`src/rtl/mpn_pkg.sv`:
```
// ----------------------------------------------------------------------------
// mpn_pkg
// Shared types, constants and fixed-point helpers of the polynomial neuron.
// ----------------------------------------------------------------------------
package mpn_pkg;

    // Field widths
    localparam int MASK_W    = 4;                 // subset mask / table index
    localparam int DEPTH     = 1 << MASK_W;       // coefficient table entries
    localparam int DATA_W    = 16;                // Q3.12 operand width
    localparam int ACC_W     = 32;                // Q.12 accumulator width
    localparam int FRAC_BITS = 12;
    localparam int NUM_X     = 4;                 // input values per item
    localparam int IDX_W     = 2;                 // index into the input values
    localparam int IN_W      = 88;                // input tdata, byte padded
    localparam int PIPE_W    = 2;                 // drain counter width

    // Drain count at which the accumulator holds the final sum
    localparam logic [PIPE_W-1:0] DRAIN_LAST = 2'd3;

    localparam logic signed [DATA_W-1:0] ONE_Q12 = 16'sd4096;

    // Opcodes carried in tuser
    localparam logic OPC_WRITE = 1'b0;
    localparam logic OPC_EVAL  = 1'b1;

    typedef enum logic [1:0] {
        ST_IDLE,
        ST_RUN,
        ST_DRAIN
    } t_state;

    typedef logic [NUM_X-1:0][DATA_W-1:0] t_xvec;

    // Mask issued to the product chain
    typedef struct packed {
        logic              valid;
        logic [MASK_W-1:0] mask;
    } t_issue;

    // Chain product handed to the term stage
    typedef struct packed {
        logic                     valid;
        logic                     sat;
        logic signed [DATA_W-1:0] value;
    } t_term;

    typedef struct packed {
        logic                     sat;
        logic signed [DATA_W-1:0] value;
    } t_mulres;

    // Q3.12 multiply, floor shift by FRAC_BITS, saturate to 16 bits
    function automatic t_mulres mul_q12(input logic signed [DATA_W-1:0] a,
                                        input logic signed [DATA_W-1:0] b);
        logic signed [2*DATA_W-1:0]           prod;
        logic signed [2*DATA_W-FRAC_BITS-1:0] shifted;
        t_mulres                              res;
        prod    = a * b;
        shifted = prod[2*DATA_W-1:FRAC_BITS];
        if (shifted > 20'sd32767) begin
            res.sat   = 1'b1;
            res.value = 16'sh7FFF;
        end else if (shifted < -20'sd32768) begin
            res.sat   = 1'b1;
            res.value = 16'sh8000;
        end else begin
            res.sat   = 1'b0;
            res.value = shifted[DATA_W-1:0];
        end
        return res;
    endfunction

    // Position of the highest set bit of a mask (zero for an empty mask)
    function automatic logic [IDX_W-1:0] top_index(input logic [MASK_W-1:0] m);
        logic [IDX_W-1:0] idx;
        idx = '0;
        for (int j = 0; j < MASK_W; j++) begin
            if (m[j]) begin
                idx = IDX_W'(j);
            end
        end
        return idx;
    endfunction

    // Mask with its highest set bit cleared
    function automatic logic [MASK_W-1:0] parent_mask(input logic [MASK_W-1:0] m);
        logic [MASK_W-1:0] p;
        p = m;
        p[top_index(m)] = 1'b0;
        return p;
    endfunction

endpackage

```
`src/rtl/mpn_ctrl.sv`:
```
// ----------------------------------------------------------------------------
// mpn_ctrl
// Transaction control: accepts items, walks the subset masks, drains the
// pipeline and hands the finished sum to the output register.
// ----------------------------------------------------------------------------
module mpn_ctrl #(
    parameter int NUM_VARS = 4
) (
    input  logic            i_clk,
    input  logic            i_rst_n,
    input  logic            i_in_valid,
    input  logic            i_opcode,
    input  logic            i_out_free,
    output logic            o_in_ready,
    output logic            o_start,
    output logic            o_coef_we,
    output logic            o_load,
    output mpn_pkg::t_issue o_issue
);
    import mpn_pkg::*;

    localparam logic [MASK_W-1:0] LastMask = MASK_W'((1 << NUM_VARS) - 1);

    t_state              r_state, n_state;
    logic [MASK_W-1:0]   r_mask, n_mask;
    logic [PIPE_W-1:0]   r_drain, n_drain;
    logic                w_accept;

    assign w_accept = i_in_valid && o_in_ready;

    // Next state
    always_comb begin
        n_state = r_state;
        case (r_state)
            ST_IDLE: begin
                if (w_accept && (i_opcode == OPC_EVAL)) begin
                    n_state = ST_RUN;
                end
            end
            ST_RUN: begin
                if (r_mask == LastMask) begin
                    n_state = ST_DRAIN;
                end
            end
            ST_DRAIN: begin
                if ((r_drain == DRAIN_LAST) && i_out_free) begin
                    n_state = ST_IDLE;
                end
            end
            default: begin
                n_state = ST_IDLE;
            end
        endcase
    end

    // Outputs
    always_comb begin
        o_in_ready    = 1'b0;
        o_start       = 1'b0;
        o_coef_we     = 1'b0;
        o_load        = 1'b0;
        o_issue.valid = 1'b0;
        o_issue.mask  = r_mask;
        case (r_state)
            ST_IDLE: begin
                o_in_ready = 1'b1;
                o_start    = i_in_valid && (i_opcode == OPC_EVAL);
                o_coef_we  = i_in_valid && (i_opcode == OPC_WRITE);
            end
            ST_RUN: begin
                o_issue.valid = 1'b1;
            end
            ST_DRAIN: begin
                o_load = (r_drain == DRAIN_LAST) && i_out_free;
            end
            default: begin
                o_in_ready = 1'b0;
            end
        endcase
    end

    // Advance the mask counter and the drain counter
    always_comb begin
        n_mask  = r_mask;
        n_drain = r_drain;
        case (r_state)
            ST_IDLE: begin
                n_mask  = '0;
                n_drain = '0;
            end
            ST_RUN: begin
                n_mask = r_mask + 1'b1;
            end
            ST_DRAIN: begin
                if (r_drain != DRAIN_LAST) begin
                    n_drain = r_drain + 1'b1;
                end
            end
            default: begin
                n_mask = '0;
            end
        endcase
    end

    always_ff @(posedge i_clk) begin
        if (!i_rst_n) begin
            r_state <= ST_IDLE;
            r_mask  <= '0;
            r_drain <= '0;
        end else begin
            r_state <= n_state;
            r_mask  <= n_mask;
            r_drain <= n_drain;
        end
    end

endmodule

```
`src/rtl/mpn_coef_mem.sv`:
```
// ----------------------------------------------------------------------------
// mpn_coef_mem
// Coefficient table: one write port, one read port with registered data.
// ----------------------------------------------------------------------------
module mpn_coef_mem (
    input  logic                                      i_clk,
    input  logic                                      i_we,
    input  logic [mpn_pkg::MASK_W-1:0]                i_waddr,
    input  logic signed [mpn_pkg::DATA_W-1:0]         i_wdata,
    input  logic [mpn_pkg::MASK_W-1:0]                i_raddr,
    output logic signed [mpn_pkg::DATA_W-1:0]         o_rdata
);
    import mpn_pkg::*;

    logic signed [DATA_W-1:0] r_mem [DEPTH];
    logic signed [DATA_W-1:0] r_rdata;

    // Store a coefficient, read one every cycle
    always_ff @(posedge i_clk) begin
        if (i_we) begin
            r_mem[i_waddr] <= i_wdata;
        end
        r_rdata <= r_mem[i_raddr];
    end

    assign o_rdata = r_rdata;

endmodule

```
`src/rtl/mpn_chain.sv`:
```
// ----------------------------------------------------------------------------
// mpn_chain
// Subset product chain: the product of a mask is the product of its parent
// mask (highest bit cleared) times the input of that highest bit. Products
// live in a 16-entry memory, read back for later masks.
// ----------------------------------------------------------------------------
module mpn_chain (
    input  logic                         i_clk,
    input  logic                         i_rst_n,
    input  logic                         i_start,
    input  mpn_pkg::t_xvec               i_x,
    input  mpn_pkg::t_issue              i_issue,
    output logic [mpn_pkg::MASK_W-1:0]   o_coef_raddr,
    output mpn_pkg::t_term               o_term
);
    import mpn_pkg::*;

    t_xvec                    r_x;
    logic signed [DATA_W-1:0] r_prod_mem [DEPTH];
    logic signed [DATA_W-1:0] r_prod_q;
    logic                     r_s1_valid;
    logic [MASK_W-1:0]        r_s1_mask;
    logic                     r_s1_fwd;
    t_term                    r_term;

    logic [MASK_W-1:0]        w_issue_parent;
    logic [MASK_W-1:0]        w_s1_parent;
    logic signed [DATA_W-1:0] w_operand;
    logic signed [DATA_W-1:0] w_x_sel;
    t_mulres                  w_mul;
    t_term                    n_term;

    // Hold the input values of the running evaluation
    always_ff @(posedge i_clk) begin
        if (i_start) begin
            r_x <= i_x;
        end
    end

    assign w_issue_parent = parent_mask(i_issue.mask);

    // Read the parent product; write the new product back
    always_ff @(posedge i_clk) begin
        if (r_s1_valid) begin
            r_prod_mem[r_s1_mask] <= n_term.value;
        end
        r_prod_q <= r_prod_mem[w_issue_parent];
    end

    // Stage 1 control; forward when the parent is the mask just ahead
    always_ff @(posedge i_clk) begin
        if (!i_rst_n) begin
            r_s1_valid <= 1'b0;
        end else begin
            r_s1_valid <= i_issue.valid;
        end
        r_s1_mask <= i_issue.mask;
        r_s1_fwd  <= r_s1_valid && (w_issue_parent == r_s1_mask);
    end

    // Multiply the parent product by the input of the highest mask bit
    always_comb begin
        w_s1_parent = parent_mask(r_s1_mask);
        w_x_sel     = $signed(r_x[top_index(r_s1_mask)]);
        if (w_s1_parent == '0) begin
            w_operand = ONE_Q12;
        end else if (r_s1_fwd) begin
            w_operand = r_term.value;
        end else begin
            w_operand = r_prod_q;
        end
        w_mul        = mul_q12(w_operand, w_x_sel);
        n_term.valid = r_s1_valid;
        if (r_s1_mask == '0) begin
            n_term.value = ONE_Q12;
            n_term.sat   = 1'b0;
        end else begin
            n_term.value = w_mul.value;
            n_term.sat   = w_mul.sat;
        end
    end

    always_ff @(posedge i_clk) begin
        if (!i_rst_n) begin
            r_term.valid <= 1'b0;
        end else begin
            r_term.valid <= n_term.valid;
        end
        r_term.sat   <= n_term.sat;
        r_term.value <= n_term.value;
    end

    assign o_coef_raddr = r_s1_mask;
    assign o_term       = r_term;

endmodule

```
`src/rtl/mpn_accum.sv`:
```
// ----------------------------------------------------------------------------
// mpn_accum
// Term stage and accumulator: multiplies the chain product by its
// coefficient and adds the term into a saturating 32-bit sum.
// ----------------------------------------------------------------------------
module mpn_accum (
    input  logic                                i_clk,
    input  logic                                i_rst_n,
    input  logic                                i_start,
    input  mpn_pkg::t_term                      i_term,
    input  logic signed [mpn_pkg::DATA_W-1:0]   i_coef,
    output logic signed [mpn_pkg::ACC_W-1:0]    o_acc,
    output logic                                o_sat
);
    import mpn_pkg::*;

    localparam logic signed [ACC_W:0] AccMax = (ACC_W+1)'(33'sh0_7FFF_FFFF);
    localparam logic signed [ACC_W:0] AccMin = (ACC_W+1)'(33'sh1_8000_0000);

    t_mulres                  w_mul;
    logic signed [DATA_W-1:0] r_p;
    logic                     r_p_valid;
    logic                     r_p_sat;
    logic signed [ACC_W:0]    w_sum;
    logic signed [ACC_W-1:0]  r_acc, n_acc;
    logic                     r_sat, n_sat;

    // Multiply by the coefficient
    assign w_mul = mul_q12(i_term.value, i_coef);

    always_ff @(posedge i_clk) begin
        if (!i_rst_n) begin
            r_p_valid <= 1'b0;
        end else begin
            r_p_valid <= i_term.valid;
        end
        r_p     <= w_mul.value;
        r_p_sat <= i_term.sat || w_mul.sat;
    end

    // Add the term and clamp to 32 bits
    always_comb begin
        w_sum = (ACC_W+1)'(r_acc) + (ACC_W+1)'(r_p);
        n_acc = r_acc;
        n_sat = r_sat;
        if (i_start) begin
            n_acc = '0;
            n_sat = 1'b0;
        end else if (r_p_valid) begin
            n_sat = r_sat || r_p_sat;
            if (w_sum > AccMax) begin
                n_acc = AccMax[ACC_W-1:0];
                n_sat = 1'b1;
            end else if (w_sum < AccMin) begin
                n_acc = AccMin[ACC_W-1:0];
                n_sat = 1'b1;
            end else begin
                n_acc = w_sum[ACC_W-1:0];
            end
        end
    end

    always_ff @(posedge i_clk) begin
        r_acc <= n_acc;
        r_sat <= n_sat;
    end

    assign o_acc = r_acc;
    assign o_sat = r_sat;

endmodule

```
`src/rtl/multilinear_poly_neuron_eval.sv`:
```
// ----------------------------------------------------------------------------
// multilinear_poly_neuron_eval
// Polynomial neuron over NUM_VARS signed Q3.12 inputs.
// ----------------------------------------------------------------------------
// A transaction with tuser 0 writes coeff_value into the coefficient table at
// coeff_index and returns nothing. A transaction with
// tuser 1 evaluates the sum over all subset masks of coefficient times the
// product of the selected inputs, and returns the saturated Q.12 sum in
// m_axis_tdata with the saturation flag in m_axis_tuser. Every coefficient
// that an evaluation reads must have been written first. An evaluation walks
// the 2^NUM_VARS masks one per cycle through a four-stage
// read/multiply/multiply/accumulate pipeline, and the block is ready again
// once the finished sum has been loaded into the output register, which
// waits until the previous result has been taken. Each subset product
// is built from the stored product of its parent mask, so one multiplier
// per stage serves the whole evaluation.
// ----------------------------------------------------------------------------
module multilinear_poly_neuron_eval #(
    parameter int NUM_VARS = 4
) (
    input  logic        i_clk,
    input  logic        i_rst_n,
    input  logic        s_axis_tvalid,
    output logic        s_axis_tready,
    // [3:0] coeff_index, [19:4] coeff_value, [35:20] x0, [51:36] x1,
    // [67:52] x2, [83:68] x3, [87:84] zero
    input  logic [87:0] s_axis_tdata,
    // [0] opcode
    input  logic        s_axis_tuser,
    output logic        m_axis_tvalid,
    input  logic        m_axis_tready,
    // [31:0] result_value
    output logic [31:0] m_axis_tdata,
    // [0] saturated
    output logic        m_axis_tuser
);
    import mpn_pkg::*;

    t_issue                   w_issue;
    t_term                    w_term;
    t_xvec                    w_x;
    logic                     w_start;
    logic                     w_coef_we;
    logic                     w_load;
    logic                     w_out_free;
    logic [MASK_W-1:0]        w_coef_raddr;
    logic signed [DATA_W-1:0] w_coef_q;
    logic signed [ACC_W-1:0]  w_acc;
    logic                     w_sat;

    logic                     r_out_valid;
    logic [ACC_W-1:0]         r_out_data;
    logic                     r_out_sat;

    // Unpack the input values
    always_comb begin
        for (int j = 0; j < NUM_X; j++) begin
            w_x[j] = s_axis_tdata[20 + DATA_W*j +: DATA_W];
        end
    end

    assign w_out_free = !r_out_valid || m_axis_tready;

    mpn_ctrl #(
        .NUM_VARS (NUM_VARS)
    ) u_ctrl (
        .i_clk      (i_clk),
        .i_rst_n    (i_rst_n),
        .i_in_valid (s_axis_tvalid),
        .i_opcode   (s_axis_tuser),
        .i_out_free (w_out_free),
        .o_in_ready (s_axis_tready),
        .o_start    (w_start),
        .o_coef_we  (w_coef_we),
        .o_load     (w_load),
        .o_issue    (w_issue)
    );

    mpn_coef_mem u_coef_mem (
        .i_clk   (i_clk),
        .i_we    (w_coef_we),
        .i_waddr (s_axis_tdata[3:0]),
        .i_wdata (s_axis_tdata[19:4]),
        .i_raddr (w_coef_raddr),
        .o_rdata (w_coef_q)
    );

    mpn_chain u_chain (
        .i_clk        (i_clk),
        .i_rst_n      (i_rst_n),
        .i_start      (w_start),
        .i_x          (w_x),
        .i_issue      (w_issue),
        .o_coef_raddr (w_coef_raddr),
        .o_term       (w_term)
    );

    mpn_accum u_accum (
        .i_clk   (i_clk),
        .i_rst_n (i_rst_n),
        .i_start (w_start),
        .i_term  (w_term),
        .i_coef  (w_coef_q),
        .o_acc   (w_acc),
        .o_sat   (w_sat)
    );

    // Output register: load the finished sum, drop it once taken
    always_ff @(posedge i_clk) begin
        if (!i_rst_n) begin
            r_out_valid <= 1'b0;
        end else if (w_load) begin
            r_out_valid <= 1'b1;
        end else if (m_axis_tready) begin
            r_out_valid <= 1'b0;
        end
        if (w_load) begin
            r_out_data <= w_acc;
            r_out_sat  <= w_sat;
        end
    end

    assign m_axis_tvalid = r_out_valid;
    assign m_axis_tdata  = r_out_data;
    assign m_axis_tuser  = r_out_sat;

endmodule
```
`config.mk`:
```
export PLATFORM = sky130hd
export DESIGN_NAME = multilinear_poly_neuron_eval
export DESIGN_NICKNAME = d
export VERILOG_FILES = /design/src/rtl/mpn_pkg.sv /design/src/rtl/mpn_ctrl.sv /design/src/rtl/mpn_coef_mem.sv /design/src/rtl/mpn_chain.sv /design/src/rtl/mpn_accum.sv /design/src/rtl/multilinear_poly_neuron_eval.sv
export SDC_FILE = /design/constraint.sdc
export NUM_CORES = 2
export LEC_CHECK = 0
export ABC_AREA = 0
export ABC_CLOCK_PERIOD_IN_PS = 18150
export BUFFER_PORTS_ARGS = -buffer_cell sky130_fd_sc_hd__buf_2
export CORE_ASPECT_RATIO = 2
export CORE_UTILIZATION = 50
export DETAILED_ROUTE_END_ITERATION = 8
export MAX_ROUTING_LAYER = met4
export PLACE_DENSITY = 0.66
export SLEW_MARGIN = 20
export SYNTH_ARGS = -nofsm -noshare
export SYNTH_HDL_FRONTEND = slang
export SYNTH_SLANG_ARGS = --single-unit
```
`constraint.sdc`:
```
create_clock -name i_clk -period 18.15 [get_ports i_clk]
set_input_delay 3.63 -clock i_clk [delete_from_list [all_inputs] [get_ports i_clk]]
set_output_delay 3.63 -clock i_clk [all_outputs]
set_load 0.005 [all_outputs]
```
==> results_dict.tcl <==
set metrics [dict create \
    ir_drop_uv 87.0 \
    ant_nets 0 \
    synth_edf_count 481 \
    first_global_vias 29000 \
    ys_types 84 \
    dr_total_vias 26600 \
    crit_arrival_ns 10.31 \
    hold_buffers 0 \
    ys_top_cells_by_count "587 x inv_1, 523 x fa_1, 481 x edfxtp_1, 344 x nand2_1, 200 x nor2_1" \
    wl_per_cell_um 21.4 \
    cts_made_buffers 52 \
    dpl_cell_area_um2 44600 \
    syn-num-nets 4358 \
    cts_setup_buffers 0 \
    grt_max_degree 68 \
    power.density_nw_per_um2 83.5 \
    end_kind "register" \
    crit_top_cell "fa_1" \
    synthArstFlopShare_pct 0 \
    clock_path_buffers 3 \
    slew_headroom_pct 20.1 \
    critPathKind "register to register" \
    areaGrowthSynthToFinish_pct 8.71 \
    ys_ff_latch 597 \
    track_usage_pct 24.9 \
    use_met1_pct 23.0 \
    hp-class "register to register" \
    dr.first_iter.drc_count 1318 \
    final.setup.tns_ns 0 \
    fin_nets 4449 \
    clkTransAtPathRegs_ns 0.07 \
    pin_count 128 \
    design.core.area_um2 84600 \
    synth_most_common_cell "inv_1" \
    drcViolationCount 0 \
    period_share_pct 55.0 \
    cts_tree "done" \
    cts.sinks 597 \
    worst_pin_slew_ns 1.19 \
    synth_top_cell_by_area "edfxtp_1" \
    fin_worst_skew_ns 0.0762 \
    status "finished clean" \
    yosysTopAreaCellShare_pct 33.9 \
    drv_slew 0 \
    gp_congestion 0.948 \
    htreeDepth 2 \
    grt_overflow_total 0 \
    cp.buffers_inverters 4 \
    crit_family "adder cells" \
    antenna_found_initial 2 \
    cpPeakStageDelay_ns 0.84 \
    setup_viol 0 \
    synth.yosys.warnings 0 \
    drive_above_1_share_pct 12.1 \
    crit_path_max_fanout 39 \
    ctsResizeCount 0 \
    hold_viol_final 0 \
    cap_violations 0 \
    synth_seq_area_share_pct 39.3 \
    required_ns 18.48 \
    die_area_um2 86600 \
    min_period_ns 9.98 \
    power_leakage_uw 0.0193 \
    syn_area_um2 42700 \
    ys.flop_type "edfxtp_1" \
    max_freq_mhz 100 \
    grt-busiest-layer "met2" \
    startpoint_type "register" \
    ctsRootBufferMaster "clkbuf_16" \
    wl_um 102000 \
    portBuffers 123 \
    via_per_inst 5.60 \
    grt_pass1_wl_um 158000 \
    avgSynthCellArea_um2 12.0 \
    dp_hpwl_um 78400 \
    fp.dieW_um 209 \
    fp-row-count 151 \
    cp_slowest_cell "fa_1" \
    synth_cells 3550 \
    grt_util_met3_pct 2.44 \
    initial_core_util_pct 50.4 \
    grt_use_met2_pct 48.5 \
    synthTopCellsByArea "edfxtp_1 34%, fa_1 25%, ha_1 5.6%" \
    design_area_um2 46400 \
    rsz0062_at_grt "false" \
    dieHeight_um 415 \
    drtPass1Iterations 8 \
    clk-insertion-delay-late_ns 0.67 \
]
## registers in the layout (all words and copies together), names as in the netlist, 4 cells and up
signal / flops
u_chain.r_prod_q: 16
u_ctrl.r_mask: 4
u_coef_mem.o_rdata: 16
u_accum.o_acc: 32
u_chain.r_prod_mem: 128
u_chain.r_x: 64
u_chain.o_coef_raddr: 4
u_accum.r_p: 16
u_chain.o_term: 18
u_coef_mem.r_mem: 256
m_axis_tdata: 32
## per-layer routing
layer | wire length (um) | share of wire [%]
met5 | 0 | 0
met1 | 32600 | 32
met3 | 3530 | 3.5
met4 | 6850 | 6.7
met2 | 58700 | 58
## logic make-up after synthesis
group / after synthesis / share of synthesized area, %
and+or+nand+nor: 844 / 9.26
adders and majority gates: 737 / 30.7
AOI/OAI and AO/OA: 418 / 6.40
DFF: 597 / 39.3
buffers and inverters: 732 / 6.54
muxes: 138 / 6.10
xor gates and xnor gates: 84 / 1.72
## cell type report
cell class                 count  area (um^2)
sequential                   597        16800
multi-input combinational   2221        23200
inverter                     587         2200
fill                        7239        38300
clock inverter                33          434
timing repair buffer         182         1060
antenna                        3         7.51
clock buffer                  63         1360
tap                         1071         1340
## power breakdown
group          total (uW)  internal [uW]  switching, uW  leakage, uW
combinational        1140            483            659       0.0131
clock                1160            644            515     0.000865
sequential           1570           1530           41.5      0.00534
total                3870           2660           1220       0.0193
## metrics by stage
stage	hold WS [ns]	utilization (%)	std cells	power, uW	worst slack, ns
3_5_place_dp	0.428	52.7	4658	2750	8.04
6_report	0.443	54.8	4757	3870	8.17
4_1_cts	0.443	54.8	4754	3910	8.03
3_3_place_gp	0.417	52.7	4658	2720	8.09
5_1_grt	0.450	54.8	4756	4090	7.56
2_1_floorplan	0.329	-	3550	2460	9.94
## cells in the final DEF (no fill, tap or decap), types with 46 or more instances in the layout
cell,instances
o21ai_0,132
inv_1,586
nand2b_1,48
edfxtp_1,481
fa_1,523
nor2_1,188
and2_1,118
mux4_2,96
buf_4,59
nand2_1,343
xnor2_1,57
clkbuf_16,52
a21o_1,46
a21oi_1,81
ha_1,192
dfxtp_1,112
buf_2,123
## worst paths after layout
| path | start | end | slack (ns) | cells after the start |
|---|---|---|---|---|
| max | u_chain.o_coef_raddr[2] | u_chain.r_prod_mem[4][9] | 8.17 | 25 |
| min | u_chain.o_term[17] | u_accum.r_p_valid | 0.44 | 1 |
| max reg2reg | u_chain.o_coef_raddr[2] | u_chain.r_prod_mem[4][9] | 8.17 | 25 |
| min reg2reg | u_chain.o_term[17] | u_accum.r_p_valid | 0.44 | 1 |
Note: power is estimated with default switching activity, not from simulation.
